**config.mk**
```make
export PLATFORM = sky130hd
export DESIGN_NAME = nmea_sentence_checksum_checker_unit
export DESIGN_NICKNAME = d
export VERILOG_FILES = /design/src/sv/ncsc_pkg.sv /design/src/sv/ncsc_front.sv /design/src/sv/ncsc_fifo.sv /design/src/sv/ncsc_back.sv /design/src/sv/nmea_sentence_checksum_checker_unit.sv
export SDC_FILE = /design/constraint.sdc
export NUM_CORES = 1
export LEC_CHECK = 0
export BUFFER_PORTS_ARGS = -buffer_cell sky130_fd_sc_hd__buf_2
export CAP_MARGIN = 40
export CORE_MARGIN = 4
export CORE_UTILIZATION = 30
export DETAILED_ROUTE_END_ITERATION = 6
export PLACE_DENSITY = 0.58
export SLEW_MARGIN = 20
export SYNTH_ARGS = -nofsm -noshare
export SYNTH_HDL_FRONTEND = slang
export SYNTH_SLANG_ARGS = --single-unit
```
**constraint.sdc**
```tcl
create_clock -name clk_i -period 2.99 [get_ports clk_i]
set_input_delay 0.598 -clock clk_i [delete_from_list [all_inputs] [get_ports clk_i]]
set_output_delay 0.598 -clock clk_i [all_outputs]
set_load 0.02 [all_outputs]
```
**src/sv/ncsc_pkg.sv**
```systemverilog
// Types and constants shared by the NMEA sentence checksum checker.
`default_nettype none

package ncsc_pkg;

  localparam int unsigned PrefixLen = 6;

  localparam logic [PrefixLen-1:0][7:0] GgaPrefix = {"A", "G", "G", "N", "G", "$"};
  localparam logic [PrefixLen-1:0][7:0] RmcPrefix = {"C", "M", "R", "N", "G", "$"};

  localparam logic [7:0] CharStar       = 8'h2a;
  localparam logic [7:0] DigitOffset    = 8'h30;
  localparam logic [7:0] UpperHexOffset = 8'h37;
  localparam logic [7:0] LowerHexOffset = 8'h57;
  localparam logic [7:0] NoStarSum      = 8'd255;

  typedef enum logic [1:0] {
    KindGga     = 2'd0,
    KindRmc     = 2'd1,
    KindUnknown = 2'd2
  } sentence_kind_e;

  typedef struct packed {
    logic [7:0] char_byte;
    logic       end_of_sentence;
  } in_item_t;

  typedef struct packed {
    sentence_kind_e sentence_kind;
    logic           checksum_ok;
    logic [7:0]     computed_sum;
    logic [7:0]     received_sum;
    logic           crc_error_flag;
  } out_item_t;

  typedef struct packed {
    sentence_kind_e sentence_kind;
    logic [7:0]     computed_sum;
    logic [7:0]     received_sum;
  } sentence_rec_t;

  function automatic logic [3:0] hex_value(input logic [7:0] c);
    logic [7:0] v;
    v = 8'd0;
    if (c >= "0" && c <= "9") begin
      v = c - DigitOffset;
    end else if (c >= "A" && c <= "F") begin
      v = c - UpperHexOffset;
    end else if (c >= "a" && c <= "f") begin
      v = c - LowerHexOffset;
    end
    return v[3:0];
  endfunction

endpackage

`default_nettype wire

```
**src/sv/ncsc_front.sv**
```systemverilog
// Front end: parses sentence characters and emits one record per sentence.
`default_nettype none

module ncsc_front (
  input  wire logic                  clk_i,
  input  wire logic                  rst_ni,
  input  wire logic                  in_valid_i,
  output logic                       in_stall_o,
  input  wire ncsc_pkg::in_item_t    in_item_i,
  input  wire logic                  rec_full_i,
  output logic                       rec_push_o,
  output ncsc_pkg::sentence_rec_t    rec_o
);

  logic [2:0] pos_q, pos_d;
  logic [1:0] match_q, match_d;
  logic [7:0] xor_q, xor_d;
  logic       star_q, star_d;
  logic [1:0] digits_q, digits_d;
  logic [7:0] recv_q, recv_d;

  logic       accept;
  logic       first;
  logic [7:0] c;
  logic [3:0] d;

  assign in_stall_o = rec_full_i;
  assign accept     = in_valid_i && !rec_full_i;
  assign c          = in_item_i.char_byte;
  assign first      = (pos_q == 3'd0);
  assign d          = ncsc_pkg::hex_value(c);

  always_comb begin
    pos_d      = pos_q;
    match_d    = match_q;
    xor_d      = xor_q;
    star_d     = star_q;
    digits_d   = digits_q;
    recv_d     = recv_q;
    rec_push_o = 1'b0;
    rec_o      = '{sentence_kind: ncsc_pkg::KindUnknown, computed_sum: 8'd0,
                   received_sum: 8'd0};
    if (accept) begin
      if (pos_q < 3'(ncsc_pkg::PrefixLen)) begin
        if (c != ncsc_pkg::GgaPrefix[pos_q]) begin
          match_d[0] = 1'b0;
        end
        if (c != ncsc_pkg::RmcPrefix[pos_q]) begin
          match_d[1] = 1'b0;
        end
        pos_d = pos_q + 3'd1;
      end
      if (!first) begin
        if (!star_q) begin
          if (c == ncsc_pkg::CharStar) begin
            star_d = 1'b1;
          end else begin
            xor_d = xor_q ^ c;
          end
        end else if (digits_q < 2'd2) begin
          if (digits_q == 2'd0) begin
            recv_d = {d, 4'd0};
          end else begin
            recv_d = recv_q | {4'd0, d};
          end
          digits_d = digits_q + 2'd1;
        end
      end
      if (in_item_i.end_of_sentence) begin
        rec_push_o = 1'b1;
        if (pos_d >= 3'(ncsc_pkg::PrefixLen)) begin
          if (match_d[0]) begin
            rec_o.sentence_kind = ncsc_pkg::KindGga;
          end else if (match_d[1]) begin
            rec_o.sentence_kind = ncsc_pkg::KindRmc;
          end
        end
        if (rec_o.sentence_kind != ncsc_pkg::KindUnknown) begin
          if (star_d) begin
            rec_o.computed_sum = xor_d;
            rec_o.received_sum = recv_d;
          end else begin
            rec_o.received_sum = ncsc_pkg::NoStarSum;
          end
        end
        pos_d    = 3'd0;
        match_d  = 2'b11;
        xor_d    = 8'd0;
        star_d   = 1'b0;
        digits_d = 2'd0;
        recv_d   = 8'd0;
      end
    end
  end

  always_ff @(posedge clk_i or negedge rst_ni) begin
    if (!rst_ni) begin
      pos_q    <= 3'd0;
      match_q  <= 2'b11;
      xor_q    <= 8'd0;
      star_q   <= 1'b0;
      digits_q <= 2'd0;
      recv_q   <= 8'd0;
    end else begin
      pos_q    <= pos_d;
      match_q  <= match_d;
      xor_q    <= xor_d;
      star_q   <= star_d;
      digits_q <= digits_d;
      recv_q   <= recv_d;
    end
  end

endmodule

`default_nettype wire

```
**src/sv/ncsc_fifo.sv**
```systemverilog
// Short record queue between the front end and the back end.
`default_nettype none

module ncsc_fifo #(
  parameter int unsigned Depth = 2
) (
  input  wire logic                    clk_i,
  input  wire logic                    rst_ni,
  input  wire logic                    push_i,
  input  wire ncsc_pkg::sentence_rec_t wdata_i,
  input  wire logic                    pop_i,
  output ncsc_pkg::sentence_rec_t      rdata_o,
  output logic                         full_o,
  output logic                         empty_o
);

  localparam int unsigned PtrW = $clog2(Depth);
  localparam int unsigned CntW = $clog2(Depth + 1);

  ncsc_pkg::sentence_rec_t mem_q [Depth];
  logic [PtrW-1:0] wptr_q, wptr_d;
  logic [PtrW-1:0] rptr_q, rptr_d;
  logic [CntW-1:0] count_q, count_d;

  assign full_o  = (count_q == CntW'(Depth));
  assign empty_o = (count_q == '0);
  assign rdata_o = mem_q[rptr_q];

  always_comb begin
    wptr_d  = wptr_q;
    rptr_d  = rptr_q;
    count_d = count_q;
    if (push_i) begin
      wptr_d = (wptr_q == PtrW'(Depth - 1)) ? '0 : wptr_q + PtrW'(1);
    end
    if (pop_i) begin
      rptr_d = (rptr_q == PtrW'(Depth - 1)) ? '0 : rptr_q + PtrW'(1);
    end
    if (push_i && !pop_i) begin
      count_d = count_q + CntW'(1);
    end else if (pop_i && !push_i) begin
      count_d = count_q - CntW'(1);
    end
  end

  always_ff @(posedge clk_i) begin
    if (push_i) begin
      mem_q[wptr_q] <= wdata_i;
    end
  end

  always_ff @(posedge clk_i or negedge rst_ni) begin
    if (!rst_ni) begin
      wptr_q  <= '0;
      rptr_q  <= '0;
      count_q <= '0;
    end else begin
      wptr_q  <= wptr_d;
      rptr_q  <= rptr_d;
      count_q <= count_d;
    end
  end

  a_no_overflow: assert property (@(posedge clk_i) disable iff (!rst_ni)
    !(push_i && full_o))
    else $error("Record pushed into a full queue.");

  a_no_underflow: assert property (@(posedge clk_i) disable iff (!rst_ni)
    !(pop_i && empty_o))
    else $error("Record popped from an empty queue.");

endmodule

`default_nettype wire

```
**src/sv/ncsc_back.sv**
```systemverilog
// Back end: checks each record, keeps the sticky error flag and holds the result.
`default_nettype none

module ncsc_back (
  input  wire logic                    clk_i,
  input  wire logic                    rst_ni,
  input  wire logic                    rec_empty_i,
  input  wire ncsc_pkg::sentence_rec_t rec_i,
  output logic                         rec_pop_o,
  output logic                         out_valid_o,
  input  wire logic                    out_stall_i,
  output ncsc_pkg::out_item_t          out_item_o
);

  logic                valid_q, valid_d;
  logic                sticky_q, sticky_d;
  ncsc_pkg::out_item_t out_q, out_d;
  logic                ok;
  logic                known;

  assign known     = (rec_i.sentence_kind != ncsc_pkg::KindUnknown);
  assign ok        = known && (rec_i.computed_sum == rec_i.received_sum);
  assign rec_pop_o = !rec_empty_i && (!valid_q || !out_stall_i);

  always_comb begin
    valid_d  = valid_q;
    sticky_d = sticky_q;
    out_d    = out_q;
    if (valid_q && !out_stall_i) begin
      valid_d = 1'b0;
    end
    if (rec_pop_o) begin
      if (known) begin
        sticky_d = !ok;
      end
      valid_d = 1'b1;
      out_d   = '{sentence_kind: rec_i.sentence_kind, checksum_ok: ok,
                  computed_sum: rec_i.computed_sum, received_sum: rec_i.received_sum,
                  crc_error_flag: sticky_d};
    end
  end

  always_ff @(posedge clk_i or negedge rst_ni) begin
    if (!rst_ni) begin
      valid_q  <= 1'b0;
      sticky_q <= 1'b0;
    end else begin
      valid_q  <= valid_d;
      sticky_q <= sticky_d;
    end
  end

  always_ff @(posedge clk_i) begin
    out_q <= out_d;
  end

  assign out_valid_o = valid_q;
  assign out_item_o  = out_q;

  a_unknown_keeps_flag: assert property (@(posedge clk_i) disable iff (!rst_ni)
    rec_pop_o && !known |=> sticky_q == $past(sticky_q))
    else $error("Unrecognized sentence changed the sticky flag.");

  a_flag_tracks_result: assert property (@(posedge clk_i) disable iff (!rst_ni)
    valid_q && out_q.sentence_kind != ncsc_pkg::KindUnknown
      |-> out_q.crc_error_flag == !out_q.checksum_ok)
    else $error("Sticky flag disagrees with the checksum result.");

  a_unknown_not_ok: assert property (@(posedge clk_i) disable iff (!rst_ni)
    valid_q && out_q.sentence_kind == ncsc_pkg::KindUnknown |-> !out_q.checksum_ok)
    else $error("Unrecognized sentence reported a good checksum.");

endmodule

`default_nettype wire

```
**src/sv/nmea_sentence_checksum_checker_unit.sv**
```systemverilog
// Top level of the NMEA sentence checksum checker.
//
//   Channel | Direction | Handshake                 | Item
//   in      | input     | in_valid_i / in_stall_o   | one sentence character
//   out     | output    | out_valid_o / out_stall_i | one sentence result
//
// One character is accepted every cycle while the record queue has room.
// A sentence's record is pushed into the queue when its final character is accepted;
// its result is offered from the back end's output register once the record is popped.
// The queue holds QueueDepth sentence records; when it is full the input stalls.
// Reset clears the parser, the queue, the output valid bit and the sticky flag.
`default_nettype none

module nmea_sentence_checksum_checker_unit #(
  parameter int unsigned QueueDepth = 2
) (
  input  wire logic                clk_i,
  input  wire logic                rst_ni,
  input  wire logic                in_valid_i,
  output logic                     in_stall_o,
  input  wire ncsc_pkg::in_item_t  in_item_i,
  output logic                     out_valid_o,
  input  wire logic                out_stall_i,
  output ncsc_pkg::out_item_t      out_item_o
);

  ncsc_pkg::sentence_rec_t push_rec;
  ncsc_pkg::sentence_rec_t pop_rec;
  logic                    push;
  logic                    pop;
  logic                    full;
  logic                    empty;

  ncsc_front u_front (
    .clk_i      (clk_i),
    .rst_ni     (rst_ni),
    .in_valid_i (in_valid_i),
    .in_stall_o (in_stall_o),
    .in_item_i  (in_item_i),
    .rec_full_i (full),
    .rec_push_o (push),
    .rec_o      (push_rec)
  );

  ncsc_fifo #(
    .Depth (QueueDepth)
  ) u_fifo (
    .clk_i   (clk_i),
    .rst_ni  (rst_ni),
    .push_i  (push),
    .wdata_i (push_rec),
    .pop_i   (pop),
    .rdata_o (pop_rec),
    .full_o  (full),
    .empty_o (empty)
  );

  ncsc_back u_back (
    .clk_i       (clk_i),
    .rst_ni      (rst_ni),
    .rec_empty_i (empty),
    .rec_i       (pop_rec),
    .rec_pop_o   (pop),
    .out_valid_o (out_valid_o),
    .out_stall_i (out_stall_i),
    .out_item_o  (out_item_o)
  );

endmodule

`default_nettype wire

```
== Word-level counts from Yosys, hierarchy flattened ==
Memory sizes are Yosys's and may differ from the RTL's.
Cells that the tools add are included.
Cells by class
  multiplexer cells: 52
  eq/ne operators: 8
  $add $sub $neg: 9
  reductions and logical operators: 25
  $lt $le $gt $ge: 10
  bitwise operators: 2
Operator list (number)
  8-bit two-way mux: 13
  18-bit two-way mux: 2
  2-bit two-way mux: 14
  8-bit by 7-bit >= comparator with 1-bit output (second input constant): 2
  8-bit by 7-bit <= comparator with 1-bit output (second input constant): 2
  1-bit two-way mux: 16
  16-bit two-way mux: 1
  8-bit != test: 2
  4-bit two-way mux: 3
  1-bit logical AND: 9
  3-bit two-way mux: 3
  8-bit by 6-bit equality test with 1-bit output (second input constant): 1
  8-bit equality test: 1
  8-bit by 6-bit >= comparator with 1-bit output (second input constant): 1
  8-bit by 6-bit <= comparator with 1-bit output (second input constant): 1
  8-bit by 4-bit OR with 8-bit output: 1
  2-bit nonzero test: 4
  4-bit by 3-bit subtractor with 4-bit output (second input constant): 2
  8-bit XOR: 1
  1-bit logical NOT: 7
  2-bit != test (second input constant): 3
  2-bit by 1-bit adder with 2-bit output (second input constant): 2
  2-bit logical NOT: 2
  3-bit by 4-bit < comparator with 1-bit output (second input constant): 1
  11 further kinds: 12
Storage, ports and cells
  input port bits: 13
  register bits: 50
  memories: 3
  bits in writable memories: 36
  logic and storage cells: 125
  output and inout bits: 22
  memory bits (read-only): 128
Memory list
  (name not given): words 8, bits a word 8, read ports 1, clocked after Yosys merged registers in 0, write ports 0, line ncsc_front.sv:48  | if (c != ncsc_pkg::RmcPrefix[pos_q]) begin
  (name not given): words 8, bits a word 8, read ports 1, clocked after Yosys merged registers in 0, write ports 0, line ncsc_front.sv:45  | if (c != ncsc_pkg::GgaPrefix[pos_q]) begin
  u_fifo.mem_q: words 2, bits a word 18, read ports 1, clocked after Yosys merged registers in 0, write ports 1, line ncsc_fifo.sv:20  | ncsc_pkg::sentence_rec_t mem_q [Depth];

== Logic depth before layout (Yosys ltp) ==
  depth in word-level cells: 15
  depth in mapped cells: 10
  depth with buffers taken out: 8

== Modules after synthesis ==
A second synthesis with hierarchy kept.
Unflattened totals
  cell total of the unflattened synthesis: 384
  area, all modules: 4546.9 µm²
By module, submodules not included
  ncsc_front: times used 1, area each 2229.6 µm², cells an instance 270, sequential area each 603.1 µm²
  ncsc_fifo: times used 1, area each 1535.2 µm², cells an instance 72, sequential area each 1181.1 µm²
  ncsc_back: times used 1, area each 782.0 µm², cells an instance 42, sequential area each 650.6 µm²

== Least setup slack after synthesis ==
OpenSTA, ideal clock, no wires.
  kind: input -> register
  start point: input out_stall_i
  end point: register u_fifo.count_q[1]
  path buffers: 0
  path slack: 433 ps
  library setup time: 79 ps
  arrival time: 2478 ps
  stages on the path: 6
  cell sequence: a21oi_1 > inv_1 > ha_1 > xor2_1 > nor2_1 > xor2_1
Between the ends
  cells in the longest elaborated chain, start to end: 6
  elaborated cells on any way between the ends: 8
  classes of those cells: mux (1); reduce/logical (7)
RTL lines
  from (decl): line nmea_sentence_checksum_checker_unit.sv:23  | input wire logic out_stall_i,
  1-bit logical NOT *: line ncsc_back.sv:23  | assign rec_pop_o = !rec_empty_i && (!valid_q || !out_stall_i);
  1-bit logical OR *: line ncsc_back.sv:23
  1-bit logical AND *: line ncsc_back.sv:23
  1-bit logical NOT: line ncsc_fifo.sv:39  | if (push_i && !pop_i) begin
  1-bit logical AND: line ncsc_fifo.sv:39
  2-bit two-way mux or 2-bit nonzero test (tied branches)
  to (signal assigned): line ncsc_fifo.sv:60  | count_q <= count_d;
  to (decl): line ncsc_fifo.sv:23  | logic [CntW-1:0] count_q, count_d;
Every way passes the cells marked *; elsewhere a longest branch is shown, timed or not.
A chain may end at the register's enable or synchronous reset.

==> results.cfg <==
[run_status]
status = finished, final reports clean

[yosys]
syn_nets = 431
synth_top_family_by_area = compound AO/OA/AOI/OAI gates
ys.flop_type = edfxtp_1
synthCells = 406
ys_warn_count = 0
netlist_area_um2 = 4710
synth.top_cells.by_count = edfxtp_1, nand2_1, nor2_1, dfrtp_1, o21ai_0
synthDistinctLibCells = 72
synth-compound-area-share_pct = 16.8
synth-xor-area-share_pct = 5.58
netlist_top_cells_area = edfxtp_1, dfrtp_1, mux2_2
synth-seq-cells = 86
synth.area.mux_share_pct = 5.56
yosys.area_share.adder_pct = 3.19
synth_area_leader_cell = edfxtp_1
synthSimpleGateAreaFrac_pct = 12.8
synth_top_area_share_pct = 35.7
ys_seq_area_share_pct = 51.7
synth_edf_count = 56
async_flop_share_pct = 34.9
yosysMostFrequentCell = edfxtp_1
avgSynthCellArea_um2 = 11.6

[critical_path]
criticalPathCategory = register to register
r2r_setup_slack_ps = 260
r2r-end = u_fifo.mem_q[1][15]
path_max_fanout = 19
start_kind = register
r2r-start = u_front.pos_q[0]
required_ps = 3070
rr_worst_depth = 7
critPathArrivalTime_ps = 2810
cp_slowest_cell = a2111oi_2
cp_slowest_stage_delay_ps = 540
endpoint_kind = register
path_cells = inv_2, ha_1, o21bai_1, nor4bb_1, a211o_1, a32oi_4, a2111oi_2

[cts]
post_cts_resized = 1
htree_levels = 3
cts.sinks = 86
cts-root-buf = clkbuf_16
clk_pin_slew_worst_paths_ps = 60
holdBufCountCts = 0
cts_buffers = 9
cts_tree = built
clock_path_buffers = 2
clk_latency_ps = 340
cts_setup_buffers = 0

[power_and_ir_drop]
p_seq_share_pct = 41.2
sw_frac_of_total_pct = 35.7
power_density_nw_per_um2 = 819
internal_power_mw = 2.86
clkPwrFrac_pct = 23.9
combPwrFrac_pct = 34.9
p_switching_mw = 1.59
finalPower_mw = 4.46
leakage_nw = 2.03
vdd_drop_max_mv = 0.303

[placement]
placed_area_um2 = 5110
io_buffer_count = 34
place_congestion = 0.861
dp_slack_ps = 50.4
dp_hpwl_um = 7590

[final_layout]
regArea_um2 = 2430
n_fill_cell = 1531
stdcell_area_um2 = 5440
multi_input_area_um2 = 2090
num_antenna_cells = 0
final_nets = 469
areaGrowthSynthToFinish_pct = 15.7
drive_above_1_share_pct = 24.1

[die]
num_io_pins = 35
row_count = 45
start_util_pct = 30.7
dieArea_um2 = 17800
die_h_um = 133
die_x_um = 133
core_um2 = 15300

[global_routing]
use_met2_pct = 20.4
grtUsageMet1_pct = 14.5
grt_max_degree = 31
antenna_found_initial = 0
grt_pass1_vias = 3194
overflow = 0
grt_usage_pct = 11.9
met3_usage_pct = 3.51
grt_pass1_wl_um = 16800
busiest_layer = met2

[sta]
hold_viol = 0
worst_hold_slack_ps = 68.2
maxSlewViolCount = 0
fin_tns_setup_ps = 0
skew_ps = 5.46
timing.slew.headroom_pct = 54.0
layout_setup_ws_ps = 261
tightestPinTransition_ps = 690
finalSetupViolCount = 0
finalCritPeriodShare_pct = 91.3
fmax_mhz = 366
min_period_ps = 2730
rsz0062_at_grt = false

[routing]
routedWlPerCell_um = 15.6
dr.pass1.iters = 4
vias = 3229
viasPerCell = 4.89
ant_nets = 0
drc_errors = 0
drt_iter0_drc = 172
drt_wl_total_um = 10300

[min_path]
hold_class = primary input to async pin

[run]
cap_violations = 0
-- stage by stage --
| stage | util, % | instances |
|---|---|---|
| after global placement | 33.4 | 643 |
| after CTS | 35.4 | 659 |
| after detailed placement | 33.4 | 643 |
| final | 35.5 | 660 |
| after floorplan | - | 406 |
| after global routing | 35.5 | 660 |
-- cells by family after synthesis --
| family | after synthesis |
|---|---|
| compound gates | 104 |
| xor+xnor | 30 |
| fa+ha+maj | 12 |
| buf+inv | 41 |
| flops | 86 |
| mux | 24 |
| simple gates | 109 |
-- worst max-delay path: cells and delay by family, from the launching register on --
family | cells | cell delay (ps)
simple gates | 1 | 290
flops | 1 | 510
fa+ha+maj | 1 | 300
buf+inv | 1 | 130
compound gates | 4 | 1220
-- power by group through the flow --
| stage | Sequential (mW) | Combinational (mW) | Clock, mW |
|---|---|---|---|
| finish | 1.83 | 1.56 | 1.07 |
| floorplan | 1.92 | 1.09 | 0 |
| global route | 1.87 | 1.72 | 1.16 |
| CTS | 1.84 | 1.57 | 1.10 |
| global placement | 1.85 | 1.53 | 0 |
| detailed placement | 1.86 | 1.56 | 0 |
-- per-layer routing --
layer / part of all wire, % / vias up / wire length, µm
met5: 0 / - / 0
met4: 1.7 / 0 / 179
met3: 4.1 / 14 / 421
met2: 49 / 60 / 5060
met1: 45 / 1565 / 4610
li1: - / 1590 / -
-- placed cells by master, fill, tap and decap left out, types with 3 or more instances in the layout --
master	n
nand2b_1	5
a2111oi_2	4
o22ai_1	4
inv_1	18
a211oi_1	6
a32oi_1	3
xnor2_1	17
dfrtp_1	28
nand3_1	6
nand4_1	4
nor2_1	29
mux2i_1	7
nor3b_1	4
a21boi_0	3
clkbuf_16	9
buf_4	13
a21o_1	3
o31ai_1	6
nand2_1	29
and3_1	3
nor2b_1	7
a31oi_1	6
mux2_2	17
a21oi_1	15
buf_2	34
ha_1	12
nor3_1	4
xor2_1	13
edfxtp_1	56
o21ai_0	23
a221oi_1	5
-- state kept, by name, summed over array words and instances (netlist names) --
| register | count |
|---|---|
| u_fifo.mem_q | 36 |
| u_front.star_q | 1 |
| u_front.pos_q | 3 |
| u_back.sticky_q | 1 |
| u_back.out_valid_o | 1 |
| u_fifo.count_q | 2 |
| u_back.out_item_o | 20 |
| u_front.recv_q | 8 |
| u_fifo.wptr_q | 1 |
| u_front.digits_q | 2 |
| u_front.xor_q | 8 |
| u_front.match_q | 2 |
| u_fifo.rptr_q | 1 |
-- layout make-up --
cell class / count / area share [%]
Clock inverter: 5 / 0.758
Clock buffer: 11 / 4.64
Inverter: 20 / 1.38
Tap cell: 211 / 4.85
Multi-Input combinational cell: 279 / 38.4
Timing Repair Buffer: 48 / 5.29
Sequential cell: 86 / 44.7
-- worst max path at each step --
stage	startpoint	cells after the start	slack [ps]	endpoint
4_1_cts	u_front.pos_q[0]	7	0.05	u_fifo.mem_q[0][14]
5_1_grt	u_front.pos_q[0]	7	70	u_fifo.mem_q[1][15]
3_3_place_gp	u_front.pos_q[0]	7	90	u_fifo.mem_q[1][14]
3_5_place_dp	u_front.pos_q[0]	7	50	u_fifo.mem_q[0][14]
6_report	u_front.pos_q[0]	7	260	u_fifo.mem_q[1][15]
2_1_floorplan	out_stall_i	6	430	u_fifo.count_q[1]
No activity file was read; power rests on OpenSTA's default activity.
